--- src/ttyld_pkg.sv ---
// Shared types and constants for the terminal line-discipline character engine.
// No dependencies; every module file imports this package.
package ttyld_pkg;

    localparam int unsigned QUEUE_DEPTH = 1024;
    localparam int unsigned COUNT_CAP   = 2047;
    localparam int unsigned LINE_LIMIT  = (QUEUE_DEPTH > COUNT_CAP) ? COUNT_CAP : QUEUE_DEPTH;
    localparam int unsigned LINE_W      = 11;
    localparam logic [LINE_W-1:0] LINE_MAX = LINE_W'(LINE_LIMIT);

    localparam int unsigned PLAN_DEPTH = 4;
    localparam int unsigned PLAN_AW    = $clog2(PLAN_DEPTH);

    localparam logic [7:0] CH_NL        = 8'd10;
    localparam logic [7:0] CH_CR        = 8'd13;
    localparam logic [7:0] CH_CARET     = 8'd94;
    localparam logic [7:0] CARET_OFFSET = 8'd64;

    localparam int unsigned ADDR_W = 5;

    typedef enum logic [1:0] {
        FUNC_COOK     = 2'd0,
        FUNC_XMIT     = 2'd1,
        FUNC_LINE_END = 2'd2,
        FUNC_NOP      = 2'd3
    } func_t;

    typedef enum logic [1:0] {
        KIND_WRITE  = 2'd0,
        KIND_COOKED = 2'd1,
        KIND_SIGNAL = 2'd2,
        KIND_NONE   = 2'd3
    } kind_t;

    typedef enum logic [1:0] {
        SIG_INTR = 2'd0,
        SIG_QUIT = 2'd1,
        SIG_SUSP = 2'd2
    } sig_t;

    typedef enum logic [2:0] {
        REG_IMODE = 3'd0,
        REG_LMODE = 3'd1,
        REG_OMODE = 3'd2,
        REG_INTR  = 3'd3,
        REG_QUIT  = 3'd4,
        REG_SUSP  = 3'd5
    } reg_idx_t;

    typedef struct packed {
        logic [4:0] imode;
        logic [3:0] lmode;
        logic [4:0] omode;
        logic [7:0] intr_ch;
        logic [7:0] quit_ch;
        logic [7:0] susp_ch;
    } cfg_t;

    typedef struct packed {
        kind_t      kind;
        logic [7:0] data;
        logic [1:0] sig;
    } result_t;

    // One accepted item as the back end replays it: up to three results
    typedef struct packed {
        result_t [2:0]     res;
        logic [1:0]        cnt;
        logic [LINE_W-1:0] lines;
    } plan_t;

endpackage

--- src/ttyld_queue.sv ---
// Short plan queue between the front and back ends, held in flip-flops.
// Depends on ttyld_pkg.
module ttyld_queue (
    input  logic             clk,
    input  logic             rst_n,
    input  logic             push,
    input  ttyld_pkg::plan_t push_data,
    output logic             not_full,
    input  logic             pop,
    output logic             not_empty,
    output ttyld_pkg::plan_t head
);
    import ttyld_pkg::*;

    plan_t mem [PLAN_DEPTH];

    logic [PLAN_AW-1:0] wr_ptr_reg;
    logic [PLAN_AW-1:0] rd_ptr_reg;
    logic [PLAN_AW:0]   count_reg;

    assign not_full  = (count_reg != (PLAN_AW+1)'(PLAN_DEPTH));
    assign not_empty = (count_reg != '0);
    assign head      = mem[rd_ptr_reg];

    always_ff @(posedge clk)
    begin
        if (push) begin
            mem[wr_ptr_reg] <= push_data;
        end
    end

    always_ff @(posedge clk or negedge rst_n)
    begin
        if (!rst_n) begin
            wr_ptr_reg <= '0;
            rd_ptr_reg <= '0;
            count_reg  <= '0;
        end
        else begin
            if (push) begin
                wr_ptr_reg <= wr_ptr_reg + 1'b1;
            end
            if (pop) begin
                rd_ptr_reg <= rd_ptr_reg + 1'b1;
            end
            if (push && !pop) begin
                count_reg <= count_reg + 1'b1;
            end
            else if (pop && !push) begin
                count_reg <= count_reg - 1'b1;
            end
        end
    end

endmodule

--- config.mk ---
export PLATFORM = sky130hd
export DESIGN_NAME = ttyld_queue
export DESIGN_NICKNAME = d
export VERILOG_FILES = /design/src/ttyld_pkg.sv /design/src/ttyld_queue.sv
export SDC_FILE = /design/constraint.sdc
export NUM_CORES = 1
export LEC_CHECK = 0
export BUFFER_PORTS_ARGS = -buffer_cell sky130_fd_sc_hd__buf_2
export CORE_AREA = 2 2 148 121
export DETAILED_ROUTE_END_ITERATION = 6
export DIE_AREA = 0 0 150 123
export PLACE_DENSITY = 0.75
export SYNTH_ARGS = -nofsm -noshare
export SYNTH_HDL_FRONTEND = slang
export SYNTH_SLANG_ARGS = --single-unit
--- constraint.sdc ---
create_clock -name clk -period 2.45 [get_ports clk]
set_clock_uncertainty 0.05 [all_clocks]
set_input_delay 0.245 -clock clk [delete_from_list [all_inputs] [get_ports clk]]
set_output_delay 0.245 -clock clk [all_outputs]
set_load 0.1 [all_outputs]
==> results.toml <==
[placement]
place.gp.congestion = 0.6871
port_buffers = 103
dp_hpwl_mm = 8.272
pre_cts_ws_ns = 0.5106

[drt]
routed_via_density = 5.091
route.detailed.drc = 0
vias = 3579
dr.pass1.iters = 4
drt_wl_total_mm = 13.85
wl_per_cell_um = 19.70
drt-initial-drc-count = 212
ant_nets = 0

[synth]
yosys_warnings = 0
number_of_enable_flip_flop_cells_after_synthesis = 196
seq_area_frac_synth = 0.8055
netlist_instances = 292
synthSimpleGateAreaFrac = 0.006651
syn_area_per_cell_sq_um = 25.77
largest_family_of_logic_cells_by_synthesized_area = "multiplexers"
synth_compound_area_frac = 0.0006651
synth.cell_area_sq_um = 7525
synth-seq-cells = 203
synth_adder_area_share = 0.01097
synth.lib_cells_used.distinct = 19
synth_async_sr_flop_share = 0.03448
synthXorXnorAreaFrac = 0.006984
synth.net_count = 351
dominantRegCellSynth = "sky130_fd_sc_hd__edfxtp_1"
portion_of_netlist_area_occupied_by_mux_cells = 0.1487

[layout]
register_area_sq_um = 6066
filler_cell_count = 1299
layout.nets = 528
multi_input_comb_area_sq_um = 1314
antenna_cells_inserted = 0
ratio_of_cells_with_drive_above_1_in_the_final_layout = 0.4059
number_of_flip_flops_under_the_largest_register_name = 196
area_growth_syn_to_layout_pct = 26.04

[timing]
final_worst_slack_ns = 0.08830
setup_repair_after_global_routing_missed_its_margin = "false"
fmax_ghz = 0.4234
final-hold-violation-count = 0
timing.final.setup_violations = 0
timing.max_slew.rel_slack = 0.6245
worstMarginPinSlew_ns = 0.5633
drv_slew = 0
setup_total_negative_slack_ns = 0
fin_crit_ns = 2.362
period_share = 0.9640
worst_hold_slack_ns = 0.08722

[floorplanning]
dieArea_sq_um = 18450
die_w_um = 150
fp.dieH_um = 123
floorplan.core_area_sq_um = 17000
fp-row-count = 43
start_util = 0.4426
count_of_pins_on_the_block_boundary = 104

[global_route]
via_count_of_the_first_global_routing_pass = 3920
grt_start_max_net_pins = 39
grt_overflow_total = 0
antenna_found_initial = 0
grt_pass1_wl_mm = 21.58
gr-usage-all-layers = 0.1567

[clocking]
cts_max_level = 1
worst_setup_hold_path_clk_slew_ns = 0.06
tritoncts_num_sinks = 203
cts.root.buffer_cell = "sky130_fd_sc_hd__clkbuf_16"
cts.path.max_buffers = 3
cts_inserted_buffers = 21
worstSkewPairLatency_ns = 0.47
cts_post_setup_buffers_inserted = 0
tritoncts_clock_tree = "yes"

[run]
cap_viol_max_count = 0

[critical_path]
worst_reg_to_reg_cells = 4
setup.worst_path.class = "flop to primary output"
end_kind = "primary output"
critical_path_peak_fanout = 19
critical_path_arrival_ns = 2.07
startpoint_type = "flop"
critical_path_required_ns = 2.15

[run_status]
status = "completed"

[hold_path]
hold_path_class = "input port to async pin"
cell usage in the layout, fill, tap and decap left out, types with 2 or more instances in the layout:
master,count
sky130_fd_sc_hd__and2_2,4
sky130_fd_sc_hd__buf_12,6
sky130_fd_sc_hd__buf_2,102
sky130_fd_sc_hd__buf_4,5
sky130_fd_sc_hd__clkbuf_1,4
sky130_fd_sc_hd__clkbuf_16,21
sky130_fd_sc_hd__clkinv_1,3
sky130_fd_sc_hd__clkinv_2,2
sky130_fd_sc_hd__dfrtp_1,5
sky130_fd_sc_hd__dlygate4sd3_1,52
sky130_fd_sc_hd__edfxtp_1,196
sky130_fd_sc_hd__ha_1,5
sky130_fd_sc_hd__inv_1,4
sky130_fd_sc_hd__mux4_2,48
sky130_fd_sc_hd__nand2_1,3
sky130_fd_sc_hd__nor2_1,2
sky130_fd_sc_hd__xnor2_1,2
sky130_fd_sc_hd__xor2_1,4
routing by layer:
| metal | share of wire | wire length (um) | track usage |
|---|---|---|---|
| met1 | 0.42 | 5876 | 0.2045 |
| met2 | 0.51 | 7045 | 0.2754 |
| met3 | 0.051 | 707 | 0.03432 |
| met4 | 0.016 | 217 | 0.03066 |
| met5 | 0 | 0 | 0 |
cell type report:
type	count	area share
clock buffers	25	0.05699
flip-flops and latches	203	0.6396
inverters	4	0.001583
repair buffers	166	0.1265
clock inverters	7	0.007124
well taps	225	0.02968
multi-input cells	73	0.1385
logic make-up (layout without fill, tap and decap cells):
group / count (synthesis) / after routing
xor gates and xnor gates: 6 / 6
DFF: 203 / 203
and+or+nand+nor: 10 / 10
muxes: 50 / 50
AOI/OAI and AO/OA: 1 / 1
adders and majority gates: 6 / 6
buffers and inverters: 16 / 202
final timing paths:
| check | start | to | slack [ns] |
|---|---|---|---|
| max | rd_ptr_reg[0] | head[3] | 0.09 |
| min | rst_n | count_reg[1] | 0.09 |
| max reg2reg | wr_ptr_reg[0] | mem[2][39] | 0.70 |
| min reg2reg | count_reg[2] | count_reg[2] | 0.45 |
| max in group asynchronous | rst_n | rd_ptr_reg[0] | 2.08 |
| min in group clk | count_reg[2] | count_reg[2] | 0.45 |
critical path: stages (launching register included):
cell                      delay (ns)
sky130_fd_sc_hd__dfrtp_4        0.49
sky130_fd_sc_hd__buf_12         0.21
sky130_fd_sc_hd__mux4_2         0.55
sky130_fd_sc_hd__buf_2          0.31
cell usage after synthesis (2+ instances only):
| cell type | instances | share of area |
|---|---|---|
| sky130_fd_sc_hd__edfxtp_1 | 196 | 0.78 |
| sky130_fd_sc_hd__mux4_2 | 48 | 0.14 |
| sky130_fd_sc_hd__dfrtp_1 | 7 | 0.023 |
| sky130_fd_sc_hd__buf_12 | 5 | 0.013 |
| sky130_fd_sc_hd__buf_2 | 5 | 0.0033 |
| sky130_fd_sc_hd__ha_1 | 5 | 0.0083 |
| sky130_fd_sc_hd__and2_1 | 4 | 0.0033 |
| sky130_fd_sc_hd__inv_1 | 4 | 0.0020 |
| sky130_fd_sc_hd__xor2_1 | 4 | 0.0047 |
| sky130_fd_sc_hd__nand2_1 | 3 | 0.0015 |
| sky130_fd_sc_hd__nor2_1 | 2 | 0.0010 |
| sky130_fd_sc_hd__xnor2_1 | 2 | 0.0023 |
stage by stage:
stage	cells	util	area (sq um)
after global routing	703	0.5578	9484
final	703	0.5578	9484
after detailed placement	619	0.4911	8349
after global placement	619	0.4911	8349
after floorplan	292	-	7525
after CTS	703	0.5577	9482
what timing repair did:
item	CTS	global route
hold buffers	52	0
hold endpoints to repair	206	0
setup endpoints to repair	4	1
pin swaps	0	0
gates resized for setup	1	2
Power is not shown: default switching activity piles up to over one toggle a cycle in this logic, so the estimate is an artifact.
