$ cat src/ttyld_pkg.sv
// Shared types and constants for the terminal line-discipline character engine.
// No dependencies; every module file imports this package.
package ttyld_pkg;

    localparam int unsigned QUEUE_DEPTH = 1024;
    localparam int unsigned COUNT_CAP   = 2047;
    localparam int unsigned LINE_LIMIT  = (QUEUE_DEPTH > COUNT_CAP) ? COUNT_CAP : QUEUE_DEPTH;
    localparam int unsigned LINE_W      = 11;
    localparam logic [LINE_W-1:0] LINE_MAX = LINE_W'(LINE_LIMIT);

    localparam int unsigned PLAN_DEPTH = 4;
    localparam int unsigned PLAN_AW    = $clog2(PLAN_DEPTH);

    localparam logic [7:0] CH_NL        = 8'd10;
    localparam logic [7:0] CH_CR        = 8'd13;
    localparam logic [7:0] CH_CARET     = 8'd94;
    localparam logic [7:0] CARET_OFFSET = 8'd64;

    localparam int unsigned ADDR_W = 5;

    typedef enum logic [1:0] {
        FUNC_COOK     = 2'd0,
        FUNC_XMIT     = 2'd1,
        FUNC_LINE_END = 2'd2,
        FUNC_NOP      = 2'd3
    } func_t;

    typedef enum logic [1:0] {
        KIND_WRITE  = 2'd0,
        KIND_COOKED = 2'd1,
        KIND_SIGNAL = 2'd2,
        KIND_NONE   = 2'd3
    } kind_t;

    typedef enum logic [1:0] {
        SIG_INTR = 2'd0,
        SIG_QUIT = 2'd1,
        SIG_SUSP = 2'd2
    } sig_t;

    typedef enum logic [2:0] {
        REG_IMODE = 3'd0,
        REG_LMODE = 3'd1,
        REG_OMODE = 3'd2,
        REG_INTR  = 3'd3,
        REG_QUIT  = 3'd4,
        REG_SUSP  = 3'd5
    } reg_idx_t;

    typedef struct packed {
        logic [4:0] imode;
        logic [3:0] lmode;
        logic [4:0] omode;
        logic [7:0] intr_ch;
        logic [7:0] quit_ch;
        logic [7:0] susp_ch;
    } cfg_t;

    typedef struct packed {
        kind_t      kind;
        logic [7:0] data;
        logic [1:0] sig;
    } result_t;

    // One accepted item as the back end replays it: up to three results
    typedef struct packed {
        result_t [2:0]     res;
        logic [1:0]        cnt;
        logic [LINE_W-1:0] lines;
    } plan_t;

endpackage

$ cat src/ttyld_back.sv
// Back end: walks the results of the head plan one per cycle, while the output is not stalled,
// into an output register. Depends on ttyld_pkg.
module ttyld_back (
    input  logic                          clk,
    input  logic                          rst_n,
    input  logic                          head_valid,
    input  ttyld_pkg::plan_t              head,
    output logic                          pop,
    output logic                          out_valid,
    input  logic                          out_ready,
    output ttyld_pkg::result_t            out_res,
    output logic [ttyld_pkg::LINE_W-1:0]  out_lines,
    output logic                          out_last
);
    import ttyld_pkg::*;

    logic              valid_reg;
    logic [1:0]        idx_reg;
    result_t           res_reg;
    logic [LINE_W-1:0] lines_reg;
    logic              last_reg;

    logic    load;
    logic    at_end;
    result_t cur;

    always_comb
    begin
        load   = head_valid && (!valid_reg || out_ready);
        at_end = (idx_reg == head.cnt - 2'd1);
        pop    = load && at_end;
        case (idx_reg)
            2'd0:    cur = head.res[0];
            2'd1:    cur = head.res[1];
            2'd2:    cur = head.res[2];
            default: cur = head.res[2];
        endcase
    end

    always_ff @(posedge clk or negedge rst_n)
    begin
        if (!rst_n) begin
            valid_reg <= 1'b0;
            idx_reg   <= '0;
        end
        else begin
            if (load) begin
                valid_reg <= 1'b1;
                idx_reg   <= at_end ? 2'd0 : idx_reg + 2'd1;
            end
            else if (out_ready) begin
                valid_reg <= 1'b0;
            end
        end
    end

    // hold payload while the transaction stalls
    always_ff @(posedge clk)
    begin
        if (load) begin
            res_reg   <= cur;
            lines_reg <= head.lines;
            last_reg  <= at_end;
        end
    end

    assign out_valid = valid_reg;
    assign out_res   = res_reg;
    assign out_lines = lines_reg;
    assign out_last  = last_reg;

endmodule
$ cat config.mk
export PLATFORM = sky130hd
export DESIGN_NAME = ttyld_back
export DESIGN_NICKNAME = d
export VERILOG_FILES = /design/src/ttyld_pkg.sv /design/src/ttyld_back.sv
export SDC_FILE = /design/constraint.sdc
export NUM_CORES = 1
export LEC_CHECK = 0
export ABC_AREA = 0
export BUFFER_PORTS_ARGS = -buffer_cell sky130_fd_sc_hd__buf_2
export CAP_MARGIN = 25
export CELL_PAD_IN_SITES_DETAIL_PLACEMENT = 0
export CELL_PAD_IN_SITES_GLOBAL_PLACEMENT = 2
export CORE_MARGIN = 4
export CORE_UTILIZATION = 23
export CTS_CLUSTER_SIZE = 20
export DETAILED_ROUTE_END_ITERATION = 10
export PLACE_DENSITY = 0.76
export SYNTH_ARGS = -nofsm -noshare
export SYNTH_HDL_FRONTEND = slang
export SYNTH_SLANG_ARGS = --single-unit
$ cat constraint.sdc
create_clock -name clk -period 1.96 [get_ports clk]
set_input_delay 0.196 -clock clk [delete_from_list [all_inputs] [get_ports clk]]
set_output_delay 0.196 -clock clk [all_outputs]
set_load 0.01 [all_outputs]
==> qor.csv, run 1 <==
metric,value,unit
Yosys top cell by area,edfxtp_1,
MaxCap Viol Count,0,
Die Footprint,6012,sq um
critical path class,flop to primary output,
post-CTS sizing,0,
CP arrival,1520,ps
CTS tree,yes,
placed cells,217,
GP Congestion,0.7511,
Die Y,77.54,um
core area,4692,sq um
WP data required,1760,ps
Worst-Margin Slew,807.3,ps
Yosys reg bits,27,
Syn. warnings,0,
kind of end point of the critical path,primary output,
initial antenna violation count,0,
vias in the first global route,997,
setup TNS,0,ps
cts hold-fix bufs,1,
fmax,581.7,MHz
top post-synthesis cells by area,"edfxtp_1, nand2_1, a22oi_1, dfrtp_1, ha_1",
Num CTS Buffers,3,
# IOs,79,
Avg Inst Size Synth,13.09,sq um
"Seq/Total Area, Yosys",71.54,%
Worst Hold Depth,1,
GRT Overall Usage,9.781,%
status,completed,
hold_sp,head[6],
DR iter-0 viols,17,
share of cells above drive strength 1,50.00,%
Worst VDD drop,0.3618,mV
Hold Path Class,input pin to flop,
Worst Reg-to-Reg Cells,5,
Final period util,87.70,%
H-tree depth,1,
post-synth top area share,64.79,%
Starting Density,23.71,%
CP max FO,4,
pin count of the biggest net entering global routing,20,
DR WL/cell,13.15,um
Routed Antenna Nets,0,
Final Hold Vio Count,0,
hold-critical path endpoint,out_lines[6],
port bufs,78,
std cell rows,25,
Tot Pwr,0.001857,W
Remaining DRCs,0,
"commonest cells after routing, fill and taps aside","buf_2, nand2_1, edfxtp_1",
Layout area overhead,48.26,%
Worst-path clk slew,90,ps
Synthesized Nets,140,
P_leak,0.7819,nW
die width,77.54,um
Worst slew margin,45.98,%
skew final,7.826,ps
minimum clock period after layout,1719,ps
total gr overflow,0,
later-pin clock latency in the skew report,270,ps
post-CTS setup buffers,0,
Power Density,1126,nW/um^2
Pins Over Slew Limit,0,
post-synthesis cell area,1112,sq um
first-pass GRT wire length,4602,um
routed vias,964,
max FFs per register,12,
reg2reg end,out_res[7],
Fillers,482,
Non-Filler Instances,222,
final setup fails,0,
TritonCTS Sinks,27,
Cell variety after synth,16,
final WL,2920,um
RSZ-0062 raised after global routing,false,
Final nets,224,
clock tree buffer depth,2,
n_diodes,0,
critical path launch point type,flop,
number of vias per cell,4.342,
CTS root buf,clkbuf_8,
worst reg2reg startpoint,idx_reg[0],
TritonRoute pass-1 iters,4,
r2r setup slk,280,ps
Mapped Cells,85,
"most common cell after layout, fill and taps aside",buf_2,
placed wire-length estimate,2405,um
## Yosys cell counts
cell type  number
nand2_1        25
o2bb2ai_1       1
edfxtp_1       24
mux2i_1         1
nor2_1          1
inv_1           3
o21bai_1        1
nand3_1         2
a21oi_1         1
xnor2_1         1
a22oi_1        12
ha_1            2
nand2b_1        4
clkbuf_1        3
dfrtp_1         3
nor2b_1         1
## report_power, final
| group | switching (W) | total, W | internal (W) | leakage, nW |
|---|---|---|---|---|
| registers | 0.0000379 | 0.000828 | 0.000790 | 0.265 |
| logic | 0.000421 | 0.000724 | 0.000302 | 0.494 |
| clock network | 0.000160 | 0.000305 | 0.000145 | 0.0228 |
## metrics by stage
step | setup slack, ps | hold WS [ps] | utilization [%] | cell area, sq um
floorplan | 451.9 | -99.59 | - | 1112
global placement | 373.0 | -7.701 | 33.97 | 1594
detailed placement | 286.0 | -3.731 | 33.97 | 1594
CTS | 224.0 | 95.57 | 35.15 | 1649
global route | 78.44 | 81.54 | 35.15 | 1649
finish | 241.0 | 102.1 | 35.15 | 1649
## worst max path at each step
stage                from    endpoint  slack (ps)  cells after the start
2_1_floorplan   out_valid    out_last         450                      3
3_3_place_gp   idx_reg[1]  out_res[4]         370                      5
3_5_place_dp   idx_reg[0]  out_res[7]         290                      5
4_1_cts        idx_reg[1]         pop         220                      4
5_1_grt        idx_reg[0]  out_res[7]          80                      5
6_report       idx_reg[1]         pop         240                      4
## final cells by class
type | instances | area (sq um) | share of cell area (%)
sequential | 27 | 795.8 | 48.25
timing repair buffer | 82 | 435.4 | 26.40
multi-input combinational | 52 | 294.0 | 17.83
tap | 54 | 67.56 | 4.097
clock buffer | 4 | 45.04 | 2.731
inverter | 3 | 11.26 | 0.6829
## metal layers
metal	vias up	global-route usage (%)	wire length, um
met5	-	0	0
met1	437	10.60	1191
li1	474	-	-
met3	2	2.204	212
met4	0	4.982	36
met2	51	17.70	1479
## critical path, stage by stage, from the launching register on
cell     delay (ps)
dfrtp_1         410
xnor2_1         200
mux2i_1         350
nor2b_1         160
buf_2           130
## cells by family after synthesis
| logic type | synth area share, % |
|---|---|
| muxes | 0.8999 |
| DFF | 71.54 |
| AOI/OAI and AO/OA | 10.01 |
| adders and majority gates | 2.249 |
| and+or+nand+nor | 12.49 |
| xor gates and xnor gates | 0.7875 |
| buffers and inverters | 2.025 |
Power figures use the tool's default switching activity.
==> run 2: changes to the inputs <==
Settings changed: ABC_AREA 0 to 1, GPL_TIMING_DRIVEN set to 0, PLACE_DENSITY 0.76 to 0.74.
==> run 2 against run 1 <==
Against the previous run:
- core utilization increased by 0.14 points
- power is 8.8% higher
- fmax shrank 0.14%
- combinational power up 19%
- non-clock buffer count is the same
- highest routed layer unchanged
==> qor.csv, run 2 <==
metric,value,unit
CP max FO,24,
initial antenna violation count,0,
n_diodes,0,
Die Y,80,um
GRT Overall Usage,9.912,%
Yosys top cell by area,edfxtp_1,
Remaining DRCs,0,
Hold Path Class,input pin to flop,
r2r setup slk,240,ps
worst reg2reg startpoint,out_valid,
hold_sp,head[9],
placed wire-length estimate,2612,um
CP arrival,1620,ps
vias in the first global route,1001,
core area,4880,sq um
Worst Hold Depth,1,
Worst-path clk slew,90,ps
Yosys reg bits,27,
Final period util,87.83,%
area taken by multi-input logic gates,342.8,sq um
"commonest cells after routing, fill and taps aside","buf_2, nand2_1, edfxtp_1",
Die Footprint,6400,sq um
Fillers,526,
clock tree buffer depth,2,
Layout Utilization,35.28,%
TritonRoute pass-1 iters,4,
kind of end point of the critical path,flop,
DR iter-0 viols,49,
Pins Over Slew Limit,0,
MaxCap Viol Count,0,
Mapped Cells,97,
Worst slew margin,37.75,%
post-synthesis cell area,1192,sq um
top post-synthesis cells by area,"edfxtp_1, nand2_1, a22oi_2, dfrtp_1, inv_1",
pin count of the biggest net entering global routing,25,
Cell variety after synth,15,
most frequent cells after synthesis,"nand2_1, edfxtp_1, a22oi_2",
Worst VDD drop,0.5427,mV
Power Density,1174,nW/um^2
Post-synth ARST share,11.11,%
H-tree depth,1,
port bufs,78,
TritonCTS Sinks,27,
std cell rows,25,
reg2reg end,out_res[2],
Starting Density,24.44,%
CTS root buf,clkbuf_8,
Final Hold Vio Count,0,
final WL,3190,um
skew final,4.096,ps
post-CTS setup buffers,0,
setup TNS,0,ps
FF/Latch Area,795.8,sq um
critical path class,flop to flop,
post-synth top area share,60.44,%
status,completed,
minimum clock period after layout,1721,ps
RSZ-0062 raised after global routing,false,
CTS tree,yes,
"EDFF count, synth",24,
fmax,580.9,MHz
max FFs per register,12,
most numerous cell in the Yosys netlist,nand2_1,
"most common cell after layout, fill and taps aside",buf_2,
routed vias,995,
Avg Inst Size Synth,12.29,sq um
hold-critical path endpoint,out_lines[9],
number of vias per cell,4.028,
Synthesized Nets,152,
DR WL/cell,12.91,um
"Seq/Total Area, Yosys",66.74,%
Final nets,236,
P_leak,0.8245,nW
critical path launch point type,flop,
Worst Reg-to-Reg Cells,3,
ys flop type,edfxtp_1,
Num CTS Buffers,3,
Routed Antenna Nets,0,
share of cells above drive strength 1,54.44,%
# IOs,79,
die width,80,um
later-pin clock latency in the skew report,270,ps
first-pass GRT wire length,4919,um
Layout area overhead,44.39,%
WP data required,1860,ps
total gr overflow,0,
Syn. warnings,0,
final setup fails,0,
Worst-Margin Slew,932.6,ps
GP Congestion,0.7779,
[run 2: through the flow]
step	std cells	total power [W]	setup WS [ps]	area [sq um]	hold WS, ps
2_1_floorplan	97	0.001447	463.6	1192	-99.59
3_3_place_gp	242	0.001711	253.0	1667	-6.176
3_5_place_dp	242	0.001736	204.9	1667	-0.6208
4_1_cts	247	0.002050	190.5	1722	91.62
5_1_grt	247	0.002188	72.21	1722	85.70
6_report	247	0.002021	238.6	1722	99.40
[run 2: worst max-delay path: stages (launching register included)]
cell     delay, ps
dfrtp_1        390
nand2_1         80
nand2_1        150
inv_1          720
[run 2: worst max-delay path by stage]
stage | startpoint | endpoint | slack, ps | cells past startpoint
after global routing | out_valid | out_res[5] | 70 | 3
after detailed placement | out_valid | out_res[11] | 200 | 3
after floorplan | out_valid | out_last | 460 | 3
final | out_valid | out_res[2] | 240 | 3
after global placement | out_valid | out_res[3] | 250 | 3
after CTS | out_valid | out_res[11] | 190 | 3
[run 2: logic make-up after synthesis]
logic type               Yosys count  synth area share, %
buffers and inverters             11                4.512
adder cells (fa/ha/maj)            2                2.098
AO/OA/AOI/OAI                     12                11.75
flip-flops                        27                66.74
AND/OR/NAND/NOR                   45                14.90
[run 2: area by class of cell]
type	count	area share (%)
clock buffer	4	2.616
buffer	3	1.381
timing repair buffer	79	23.26
inverter	8	1.744
sequential	27	46.22
multi-input combinational	59	19.91
tap	67	4.869
[run 2: layer usage]
layer / global-route usage [%] / vias up / routed length (um)
met5: 0 / - / 0
met4: 4.730 / 0 / 34
met3: 1.467 / 2 / 207
met2: 17.80 / 32 / 1673
met1: 11.39 / 464 / 1276
li1: - / 497 / -
[run 2: power by group]
part | total (W) | leakage, nW | internal, W | switching [W]
registers | 0.000847 | 0.268 | 0.000802 | 0.0000445
clock network | 0.000313 | 0.0228 | 0.000145 | 0.000168
logic | 0.000861 | 0.534 | 0.000360 | 0.000501
[run 2: repair_timing]
action                                 CTS  global route
hold buffers                             1             0
endpoints found under the hold margin    3             0
resized for setup                        0             0
